### src/rtl/lcm_pkg.sv
`timescale 1ns / 1ps

package lcm_pkg;

  // operand width used by the arithmetic
  localparam int DATA_WIDTH = 64;
  localparam int CNT_W      = $clog2(DATA_WIDTH);

  // most negative pattern and its clamped magnitude
  localparam logic [DATA_WIDTH-1:0] SIGN_BIT = {1'b1, {(DATA_WIDTH-1){1'b0}}};
  localparam logic [DATA_WIDTH-1:0] MAG_MAX  = {1'b0, {(DATA_WIDTH-1){1'b1}}};

  typedef logic [DATA_WIDTH-1:0] word_t;

  // sequencer states
  typedef enum logic [2:0] {
    ST_IDLE,
    ST_GCD_GO,
    ST_GCD_WAIT,
    ST_QUO_GO,
    ST_QUO_WAIT,
    ST_MUL_GO,
    ST_MUL_WAIT,
    ST_DONE
  } state_t;

  // divider result and status
  typedef struct packed {
    logic  done;
    word_t quotient;
    word_t remainder;
  } div_res_t;

  // multiplier result and status
  typedef struct packed {
    logic  done;
    word_t product;
  } mul_res_t;

  // absolute value with the most negative value clamped
  function automatic word_t clamp_mag(input word_t v);
    word_t m;
    if (v == SIGN_BIT) begin
      m = MAG_MAX;
    end else if (v[DATA_WIDTH-1]) begin
      m = (~v) + word_t'(1);
    end else begin
      m = v;
    end
    return m;
  endfunction

endpackage

### src/rtl/lcm_if.sv
`timescale 1ns / 1ps

// operand channel
interface lcm_in_if;
  logic               valid;
  logic               ready;
  logic signed [63:0] operand_a;
  logic signed [63:0] operand_b;

  modport source (output valid, output operand_a, output operand_b, input ready);
  modport sink   (input valid, input operand_a, input operand_b, output ready);
endinterface

// result channel
interface lcm_out_if;
  logic               valid;
  logic               ready;
  logic signed [63:0] lcm_value;

  modport source (output valid, output lcm_value, input ready);
  modport sink   (input valid, input lcm_value, output ready);
endinterface

### src/rtl/lcm_int64_euclid_top.sv
`timescale 1ns / 1ps

// Least common multiple of two signed 64-bit integers. Each operand is taken
// as its absolute value (the most negative value reads as the most positive);
// a zero operand gives zero, otherwise the gcd g comes from Euclid's remainder
// loop and the item's result is (|a|/g)*|b|, wrapped to 64 bits two's
// complement with no overflow flag. One item is worked at a time: in_chan.ready
// is high only while the sequencer is idle, and the result register lets the
// next item enter while a result still waits on out_chan. All arithmetic goes
// through one bit-serial restoring divider and one shift-add multiplier, each
// running start, 64 bit steps and done per use. An item with a zero operand
// skips the arithmetic; otherwise the divider runs once per Euclid remainder
// step and once more for |a|/g, and then the multiplier runs once.
module lcm_int64_euclid_top (
  input  logic clk,
  input  logic rst_n,
  lcm_in_if.sink    in_chan,
  lcm_out_if.source out_chan
);

  lcm_pkg::state_t   state_r, state_nxt;
  lcm_pkg::word_t    a_r, b_r, x_r, y_r, res_r;
  lcm_pkg::word_t    out_lcm_r;
  logic              out_valid_r;
  lcm_pkg::word_t    mag_a, mag_b;
  logic              in_acc, out_load, zero_in;
  logic              div_start, mul_start;
  lcm_pkg::word_t    div_dividend;
  lcm_pkg::div_res_t div_res;
  lcm_pkg::mul_res_t mul_res;

  // operand magnitudes from the low word of each field
  always_comb begin
    mag_a   = lcm_pkg::clamp_mag(in_chan.operand_a[lcm_pkg::DATA_WIDTH-1:0]);
    mag_b   = lcm_pkg::clamp_mag(in_chan.operand_b[lcm_pkg::DATA_WIDTH-1:0]);
    zero_in = (mag_a == '0) || (mag_b == '0);
  end

  assign in_acc   = in_chan.valid && in_chan.ready;
  assign out_load = (state_r == lcm_pkg::ST_DONE) && (!out_valid_r || out_chan.ready);

  // next state
  always_comb begin
    state_nxt = state_r;
    case (state_r)
      lcm_pkg::ST_IDLE: begin
        if (in_acc) begin
          state_nxt = zero_in ? lcm_pkg::ST_DONE : lcm_pkg::ST_GCD_GO;
        end
      end
      lcm_pkg::ST_GCD_GO:   state_nxt = lcm_pkg::ST_GCD_WAIT;
      lcm_pkg::ST_GCD_WAIT: begin
        if (div_res.done) begin
          state_nxt = (div_res.remainder == '0) ? lcm_pkg::ST_QUO_GO : lcm_pkg::ST_GCD_GO;
        end
      end
      lcm_pkg::ST_QUO_GO:   state_nxt = lcm_pkg::ST_QUO_WAIT;
      lcm_pkg::ST_QUO_WAIT: begin
        if (div_res.done) begin
          state_nxt = lcm_pkg::ST_MUL_GO;
        end
      end
      lcm_pkg::ST_MUL_GO:   state_nxt = lcm_pkg::ST_MUL_WAIT;
      lcm_pkg::ST_MUL_WAIT: begin
        if (mul_res.done) begin
          state_nxt = lcm_pkg::ST_DONE;
        end
      end
      lcm_pkg::ST_DONE: begin
        if (out_load) begin
          state_nxt = lcm_pkg::ST_IDLE;
        end
      end
      default: state_nxt = lcm_pkg::ST_IDLE;
    endcase
  end

  // sequencer outputs
  always_comb begin
    in_chan.ready = 1'b0;
    div_start     = 1'b0;
    mul_start     = 1'b0;
    div_dividend  = x_r;
    case (state_r)
      lcm_pkg::ST_IDLE:   in_chan.ready = 1'b1;
      lcm_pkg::ST_GCD_GO: div_start     = 1'b1;
      lcm_pkg::ST_QUO_GO: begin
        div_start    = 1'b1;
        div_dividend = a_r;
      end
      lcm_pkg::ST_MUL_GO: mul_start     = 1'b1;
      default:            in_chan.ready = 1'b0;
    endcase
  end

  // shared units
  lcm_div u_div (
    .clk      (clk),
    .rst_n    (rst_n),
    .start    (div_start),
    .dividend (div_dividend),
    .divisor  (y_r),
    .res      (div_res)
  );

  lcm_mul u_mul (
    .clk    (clk),
    .rst_n  (rst_n),
    .start  (mul_start),
    .mcand  (x_r),
    .mplier (b_r),
    .res    (mul_res)
  );

  // control registers
  always_ff @(posedge clk) begin
    if (!rst_n) begin
      state_r     <= lcm_pkg::ST_IDLE;
      out_valid_r <= 1'b0;
    end else begin
      state_r <= state_nxt;
      if (out_load) begin
        out_valid_r <= 1'b1;
      end else if (out_chan.ready) begin
        out_valid_r <= 1'b0;
      end
    end
  end

  // euclid working registers and result
  always_ff @(posedge clk) begin
    if (in_acc) begin
      a_r   <= mag_a;
      b_r   <= mag_b;
      x_r   <= mag_a;
      y_r   <= mag_b;
      res_r <= '0;
    end else if (state_r == lcm_pkg::ST_GCD_WAIT && div_res.done &&
                 div_res.remainder != '0) begin
      x_r <= y_r;
      y_r <= div_res.remainder;
    end else if (state_r == lcm_pkg::ST_QUO_WAIT && div_res.done) begin
      x_r <= div_res.quotient;
    end else if (state_r == lcm_pkg::ST_MUL_WAIT && mul_res.done) begin
      res_r <= mul_res.product;
    end
    if (out_load) begin
      out_lcm_r <= res_r;
    end
  end

  assign out_chan.valid     = out_valid_r;
  assign out_chan.lcm_value = 64'(signed'(out_lcm_r));

endmodule

### src/rtl/lcm_div.sv
`timescale 1ns / 1ps

// restoring divider, one quotient bit per cycle
module lcm_div (
  input  logic              clk,
  input  logic              rst_n,
  input  logic              start,
  input  lcm_pkg::word_t    dividend,
  input  lcm_pkg::word_t    divisor,
  output lcm_pkg::div_res_t res
);

  logic                          run_r, run_nxt;
  logic                          done_r, done_nxt;
  logic [lcm_pkg::CNT_W-1:0]     cnt_r, cnt_nxt;
  lcm_pkg::word_t                rem_r, rem_nxt;
  lcm_pkg::word_t                quo_r, quo_nxt;
  lcm_pkg::word_t                dvs_r, dvs_nxt;
  logic [lcm_pkg::DATA_WIDTH:0]  shifted;
  logic [lcm_pkg::DATA_WIDTH:0]  diff;
  logic                          fits;

  // shift in next dividend bit and trial subtract
  always_comb begin
    shifted = {rem_r, quo_r[lcm_pkg::DATA_WIDTH-1]};
    diff    = shifted - {1'b0, dvs_r};
    fits    = !diff[lcm_pkg::DATA_WIDTH];
  end

  always_comb begin
    run_nxt  = run_r;
    done_nxt = 1'b0;
    cnt_nxt  = cnt_r;
    rem_nxt  = rem_r;
    quo_nxt  = quo_r;
    dvs_nxt  = dvs_r;
    if (start) begin
      run_nxt = 1'b1;
      cnt_nxt = lcm_pkg::CNT_W'(lcm_pkg::DATA_WIDTH - 1);
      rem_nxt = '0;
      quo_nxt = dividend;
      dvs_nxt = divisor;
    end else if (run_r) begin
      rem_nxt = fits ? diff[lcm_pkg::DATA_WIDTH-1:0] : shifted[lcm_pkg::DATA_WIDTH-1:0];
      quo_nxt = {quo_r[lcm_pkg::DATA_WIDTH-2:0], fits};
      cnt_nxt = cnt_r - lcm_pkg::CNT_W'(1);
      if (cnt_r == '0) begin
        run_nxt  = 1'b0;
        done_nxt = 1'b1;
      end
    end
  end

  // control
  always_ff @(posedge clk) begin
    if (!rst_n) begin
      run_r  <= 1'b0;
      done_r <= 1'b0;
    end else begin
      run_r  <= run_nxt;
      done_r <= done_nxt;
    end
  end

  // datapath
  always_ff @(posedge clk) begin
    cnt_r <= cnt_nxt;
    rem_r <= rem_nxt;
    quo_r <= quo_nxt;
    dvs_r <= dvs_nxt;
  end

  assign res.done      = done_r;
  assign res.quotient  = quo_r;
  assign res.remainder = rem_r;

endmodule

### src/rtl/lcm_mul.sv
`timescale 1ns / 1ps

// shift-add multiplier, low word of product, one bit per cycle
module lcm_mul (
  input  logic              clk,
  input  logic              rst_n,
  input  logic              start,
  input  lcm_pkg::word_t    mcand,
  input  lcm_pkg::word_t    mplier,
  output lcm_pkg::mul_res_t res
);

  logic                      run_r, run_nxt;
  logic                      done_r, done_nxt;
  logic [lcm_pkg::CNT_W-1:0] cnt_r, cnt_nxt;
  lcm_pkg::word_t            acc_r, acc_nxt;
  lcm_pkg::word_t            mcd_r, mcd_nxt;
  lcm_pkg::word_t            mpl_r, mpl_nxt;

  always_comb begin
    run_nxt  = run_r;
    done_nxt = 1'b0;
    cnt_nxt  = cnt_r;
    acc_nxt  = acc_r;
    mcd_nxt  = mcd_r;
    mpl_nxt  = mpl_r;
    if (start) begin
      run_nxt = 1'b1;
      cnt_nxt = lcm_pkg::CNT_W'(lcm_pkg::DATA_WIDTH - 1);
      acc_nxt = '0;
      mcd_nxt = mcand;
      mpl_nxt = mplier;
    end else if (run_r) begin
      // add partial product for the current multiplier bit
      acc_nxt = mpl_r[0] ? (acc_r + mcd_r) : acc_r;
      mcd_nxt = {mcd_r[lcm_pkg::DATA_WIDTH-2:0], 1'b0};
      mpl_nxt = {1'b0, mpl_r[lcm_pkg::DATA_WIDTH-1:1]};
      cnt_nxt = cnt_r - lcm_pkg::CNT_W'(1);
      if (cnt_r == '0) begin
        run_nxt  = 1'b0;
        done_nxt = 1'b1;
      end
    end
  end

  always_ff @(posedge clk) begin
    if (!rst_n) begin
      run_r  <= 1'b0;
      done_r <= 1'b0;
    end else begin
      run_r  <= run_nxt;
      done_r <= done_nxt;
    end
  end

  always_ff @(posedge clk) begin
    cnt_r <= cnt_nxt;
    acc_r <= acc_nxt;
    mcd_r <= mcd_nxt;
    mpl_r <= mpl_nxt;
  end

  assign res.done    = done_r;
  assign res.product = acc_r;

endmodule

### src/flat_wrapper.sv
// flat-port wrapper written by rule: the top's interface ports become plain ports
module lcm_int64_euclid_top_flat 
  (clk, rst_n, in_chan_valid, in_chan_operand_a, in_chan_operand_b, in_chan_ready, out_chan_valid, out_chan_lcm_value, out_chan_ready);
  lcm_in_if in_chan_i ();
  lcm_out_if out_chan_i ();
  input  logic clk;
  input  logic rst_n;
  input wire logic [$bits(in_chan_i.valid)-1:0] in_chan_valid;
  input wire logic [$bits(in_chan_i.operand_a)-1:0] in_chan_operand_a;
  input wire logic [$bits(in_chan_i.operand_b)-1:0] in_chan_operand_b;
  output wire logic [$bits(in_chan_i.ready)-1:0] in_chan_ready;
  output wire logic [$bits(out_chan_i.valid)-1:0] out_chan_valid;
  output wire logic [$bits(out_chan_i.lcm_value)-1:0] out_chan_lcm_value;
  input wire logic [$bits(out_chan_i.ready)-1:0] out_chan_ready;
  assign in_chan_i.valid = in_chan_valid;
  assign in_chan_i.operand_a = in_chan_operand_a;
  assign in_chan_i.operand_b = in_chan_operand_b;
  assign in_chan_ready = in_chan_i.ready;
  assign out_chan_valid = out_chan_i.valid;
  assign out_chan_lcm_value = out_chan_i.lcm_value;
  assign out_chan_i.ready = out_chan_ready;
  lcm_int64_euclid_top u_core (.clk(clk), .rst_n(rst_n), .in_chan(in_chan_i), .out_chan(out_chan_i));
endmodule
### config.mk
export PLATFORM = sky130hd
export DESIGN_NAME = lcm_int64_euclid_top_flat
export DESIGN_NICKNAME = d
export VERILOG_FILES = /design/src/rtl/lcm_pkg.sv /design/src/rtl/lcm_if.sv /design/src/rtl/lcm_int64_euclid_top.sv /design/src/rtl/lcm_div.sv /design/src/rtl/lcm_mul.sv /design/src/flat_wrapper.sv
export SDC_FILE = /design/constraint.sdc
export NUM_CORES = 2
export LEC_CHECK = 0
export BUFFER_PORTS_ARGS = -buffer_cell sky130_fd_sc_hd__buf_2
export CAP_MARGIN = 20
export CORE_AREA = 4 4 273 275
export CTS_CLUSTER_DIAMETER = 80
export DETAILED_ROUTE_END_ITERATION = 16
export DIE_AREA = 0 0 277 279
export PLACE_DENSITY = 0.83
export SYNTH_ARGS = -nofsm -noshare
export SYNTH_HDL_FRONTEND = slang
export SYNTH_SLANG_ARGS = --single-unit
### constraint.sdc
create_clock -name clk -period 6.1 [get_ports clk]
set_input_delay 0.61 -clock clk [delete_from_list [all_inputs] [get_ports clk]]
set_output_delay 0.61 -clock clk [all_outputs]
set_load 0.02 [all_outputs]
# --- After elaboration in Yosys (flattened, before gate mapping) ---
# Cells that the tools add are included.
# Widths: inputs -> output; s select.
classes:
  n_addsub: 6
  eq_ne: 14
  n_mux: 38
  n_bitwise: 7
  n_reduce_logical: 28
op_table:
  columns: ["op", "count"]
  rows:
  - ["$mux 64", 17]
  - ["$logic_not 64->1", 3]
  - ["$add 64x1->64 const B", 2]
  - ["$eq 64x64->1 const B", 2]
  - ["$not 64->64", 2]
  - ["$sub 65x64->65", 1]
  - ["$add 64x64->64", 1]
  - ["$reduce_bool 64->1", 1]
  - ["$pmux 3 s8", 1]
  - ["$mux 3", 6]
  - ["$mux 1", 13]
  - ["$eq 3x3->1 const B", 4]
  - ["$logic_not 6->1", 2]
  - ["$sub 6x1->6 const B", 2]
  - ["$reduce_bool 2->1", 4]
  - ["$eq 3x2->1 const B", 2]
  - ["$logic_and 1x1->1", 6]
  - ["$ne 2x2->1 const B", 3]
  - ["$reduce_or 3->1", 2]
  - ["$not 1->1", 5]
  - ["$reduce_and 5->1", 1]
  - ["$ne 2x1->1 const B", 2]
  - ["$eq 3x1->1 const B", 1]
  - ["$logic_not 3->1", 1]
  - ["other kinds (7)", 9]
word_totals:
  register_bits: 788
  inputBits: 132
  out_inout_bits: 66
  elab_cells: 113

# --- Longest topological paths before layout ---
logic_depth:
  word_depth: 9
  mapped_depth: 17

# --- By module ---
# Synthesis repeated with hierarchy kept, for this count alone.
unflattened:
  hier_cells: 4327
  area_unflattened_um2: 43989.7
by_module_without_submodules:
  columns: ["mod", "n_inst", "cells_per_inst", "area_each_um2"]
  rows:
  - ["lcm_int64_euclid_top", 1, 2020, 20530.9]
  - ["lcm_div", 1, 1201, 11825.1]
  - ["lcm_mul", 1, 1106, 11633.7]

# --- Least setup slack after synthesis ---
# OpenSTA, ideal clock, no wires.
synth_timing:
  path_kind: "flip-flop to flip-flop"
  startpoint: "register u_core.state_r[1]"
  endpoint: "register u_core.a_r[0] (enable)"
  setup_ps: 542
  arrival_ps: 5466
  required_time_ps: 5558
  slack_ps: 92
  path_stages_with_launch: 7
  synth_period_minus_slack_ps: 6008
  cell_sequence: "dfxtp_1 > clkbuf_1 > nor3_1 > nand2_1 > clkinv_1 > buf_1 > buf_1"
synth_via:
  elab_chain_cells: 3
synth_rtl:
  columns: ["item", "line_no", "text"]
  rows:
  - ["start: declaration", "lcm_int64_euclid_top.sv:21", "lcm_pkg::state_t state_r, state_nxt;"]
  - ["start signal: assignment", "lcm_int64_euclid_top.sv:118", "state_r <= lcm_pkg::ST_IDLE;"]
  - ["start signal: assignment", "lcm_int64_euclid_top.sv:121", "state_r <= state_nxt;"]
  - ["$logic_not 3->1", "lcm_int64_euclid_top.sv:84", "case (state_r)"]
  - ["$mux 1", "lcm_int64_euclid_top.sv:84", null]
  - ["via in_chan_ready", "flat_wrapper.sv:11", "output wire logic [$bits(in_chan_i.ready)-1:0] in_chan_ready;"]
  - ["$logic_and 1x1->1", "lcm_int64_euclid_top.sv:39", "assign in_acc = in_chan.valid && in_chan.ready;"]
  - ["via u_core.in_acc", "lcm_int64_euclid_top.sv:26", "logic in_acc, out_load, zero_in;"]
  - ["end signal: assignment", "lcm_int64_euclid_top.sv:133", "a_r <= mag_a;"]
  - ["end: declaration", "lcm_int64_euclid_top.sv:22", "lcm_pkg::word_t a_r, b_r, x_r, y_r, res_r;"]
# The timed path passes the listed nets, and every way through them passes these cells.
# A chain may end at the register's enable or synchronous reset.

# --- Final worst setup path ---
layout_timing:
  startpoint: "register u_core.u_div.quo_r[63]"
  endpoint: "register u_core.u_div.rem_r[12]"
layout_via:
  elab_chain_cells: 2
layout_rtl:
  columns: ["item", "line_no", "text"]
  rows:
  - ["start: declaration", "lcm_div.sv:17", "lcm_pkg::word_t quo_r, quo_nxt;"]
  - ["start signal: assignment", "lcm_div.sv:69", "quo_r <= quo_nxt;"]
  - ["$sub 65x64->65", "lcm_div.sv:26", "diff = shifted - {1'b0, dvs_r};"]
  - ["$mux 64", "lcm_div.sv:44", "rem_nxt = fits ? diff[lcm_pkg::DATA_WIDTH-1:0] : shifted[lcm_pkg::DATA_WIDTH-1:0];"]
  - ["end signal: assignment", "lcm_div.sv:68", "rem_r <= rem_nxt;"]
  - ["end: declaration", "lcm_div.sv:16", "lcm_pkg::word_t rem_r, rem_nxt;"]
# No other way between the ends.

==> reports/metrics.cfg <==
[run_status]
status=complete, no violations

[worst_setup_path]
r2r_start=u_core.u_div.quo_r[63]
timing.rr.end=u_core.u_div.rem_r[12]
worst_r2r_path_depth=14
critPathCaptureType=flip-flop
critPathKind=flip-flop to flip-flop
cp.arrival_ns=5.10
cp-start-kind=flip-flop
required_ns=6.63
worstPathMaxFanout=36
ff2ff_setup_slack_ns=1.53

[logic_synthesis]
syn_inst=4607
synth-edff-count=576
synth_nets=4874
avgSynthCellArea_sq_um=9.332
synth-seq-area-share_pct=50.10
synth.cell_area_sq_mm=0.04299
synthFlopType=edfxtp_1
ys_warn_count=0
ys_async_sr_fraction_pct=0
ys_seq_elements=788
ys_types=83

[die]
die_x_um=277
die-height_um=279
fp-row-count=99
design.die.area_sq_mm=0.07728
core_sq_mm=0.07234
initial_core_util_pct=59.43
ios=198

[placement]
portBuffers=197
gp_congestion=0.9528
hpwlAfterDp_um=90510
placed_cells=5516

[pwr]
vdd_drop_max_mv=0.2512
p_leak_uw=0.01829
power_uw=14500
powerDensity_mw_per_mm2=306.1

[final_layout]
fin_util_pct=65.48
drive_above_1_share_pct=9.280
nets=4908
fill_cells=5788
final_cells=5684
layout_common_cells=1093 x nand2_1, 576 x edfxtp_1, 298 x o21ai_0
seq_area_sq_mm=0.02155
multiInputGateArea_sq_mm=0.01994
areaGrowthSynthToFinish_pct=10.18
final_common_cell=nand2_1

[sta]
fin_tns_setup_ns=0
skew_ns=0.04411
rsz0062_at_grt=no
fin_crit_ns=4.573
fin_hold_ws_ns=0.2534
fmaxAchievable_mhz=218.7
drv_slew=0
period_share_pct=74.97
relSlewSlack_pct=33.00
hold_violations=0
setup_violations=0
worst_slew_pin_slew_ns=1.005

[global_route]
grt_pass1_wl_um=191200
globalRoute.totalOverflow=0
grt_max_degree=161
track_usage_pct=31.31
antenna_found_initial=20
grt_pass1_vias=32950

[clock_network]
cts_buffers=82
cts-htree-levels=3
hold_buffers=0
cts_tree=yes
cts_max_path_buffers=3
post_cts_buffers=0
cts-root-buf=clkbuf_16
clkTransAtPathRegs_ns=0.06
cts.repair.resized=0
cts.sinks=788
clk_latency_ns=0.65

[worst_hold_path]
holdCritStartpoint=rst_n
holdPathEnd=u_core.u_mul.run_r
whs_path_depth=3
min_path_type=input pin to flip-flop

[detailed_routing]
vias=35760
avgViaCountPerCell=6.291
dr.first_iter.drc_count=4519
ant_nets=0
drt-pass1-iter-count=6
wl_per_cell_um=22.19
drt_wl_total_um=126100
drc=0

[run]
drv_cap=0

==> worst max-delay path by stage <==
| stage | from | end | cells after the start |
|---|---|---|---|
| after floorplan | u_core.state_r[1] | u_core.a_r[0] | 6 |
| after global placement | in_chan_operand_b[0] | u_core.state_r[2] | 15 |
| after detailed placement | in_chan_operand_b[0] | u_core.state_r[2] | 15 |
| after CTS | u_core.u_div.quo_r[63] | u_core.u_div.rem_r[12] | 14 |
| after global routing | u_core.u_div.quo_r[63] | u_core.u_div.rem_r[32] | 14 |
| final | u_core.u_div.quo_r[63] | u_core.u_div.rem_r[12] | 14 |
==> worst max-delay path: stages, from the launching register on <==
cell and delay [ns]:
edfxtp_1 0.47, inv_1 0.07, ha_1 0.21, fa_1 0.40
nand2b_1 0.18, a21oi_1 0.22, o41ai_1 0.16, a21o_1 0.24
a2111o_1 0.51, a21oi_1 0.45, o211ai_1 0.21, nand2_2 0.62
buf_12 0.29, nand2_1 0.09, a311oi_1 0.32
==> sequential cells by signal (all words and copies together) (netlist names) <==
register                   flops
u_core.state_r                 3
u_core.out_chan.lcm_value     64
u_core.out_chan.valid          1
u_core.x_r                    64
u_core.u_div.done_r            1
u_core.u_mul.run_r             1
u_core.u_div.cnt_r             6
u_core.u_div.run_r             1
u_core.y_r                    64
u_core.u_div.rem_r            64
u_core.u_mul.cnt_r             6
u_core.u_div.dvs_r            64
u_core.b_r                    64
u_core.u_mul.done_r            1
u_core.u_div.quo_r            64
u_core.a_r                    64
u_core.u_mul.mpl_r            64
u_core.res_r                  64
u_core.u_mul.mcd_r            64
u_core.u_mul.acc_r            64
==> Yosys cell counts, drive strengths merged (95+ instances only) <==
library cell | count | area share, %
xnor2 | 95 | 1.9
nor2 | 237 | 2.1
clkbuf | 250 | 2.2
dfxtp | 212 | 9.9
a31oi | 98 | 1.4
mux2i | 155 | 3.6
edfxtp | 576 | 40
ha | 133 | 3.9
xor2 | 116 | 2.4
nand2 | 1095 | 9.6
a21oi | 297 | 3.5
inv | 125 | 1.1
o21ai | 300 | 3.5
==> cell type report <==
type / instances / area share [%]
clock buffer: 108 / 4.950
sequential: 788 / 45.49
antenna: 16 / 0.08453
tap: 959 / 2.533
inverter: 127 / 1.028
clock inverter: 44 / 0.9456
multi-input combinational: 3401 / 42.09
timing repair buffer: 241 / 2.884
==> cell families after synthesis <==
family	count (synthesis)	share of synthesized area (%)
mux	171	4.028
simple gates	1837	18.94
flops	788	50.10
compound gates	1047	14.99
xor+xnor	211	4.298
fa+ha+maj	135	3.964
buf+inv	418	3.682
==> where the power goes <==
group	total, uW	switching [uW]	internal, uW
sequential	6670	434	6230
combinational	2690	1710	974
clock	5150	2190	2950
==> per-layer routing <==
| metal | global-route usage [%] | vias to the layer above | routed length, um |
|---|---|---|---|
| met1 | 43.69 | 17020 | 52160 |
| met2 | 50.06 | 1749 | 56990 |
| li1 | - | 16670 | - |
| met5 | 0 | - | 71 |
| met4 | 12.24 | 10 | 5376 |
| met3 | 4.473 | 307 | 11520 |
==> metrics by stage <==
step | worst slack (ns) | area (sq um)
4_1_cts | 1.650 | 47330
2_1_floorplan | 0.09179 | 42990
5_1_grt | 1.386 | 47340
3_5_place_dp | 1.285 | 44540
6_report | 1.527 | 47370
3_3_place_gp | 1.422 | 44540
Power figures use the tool's default switching activity.
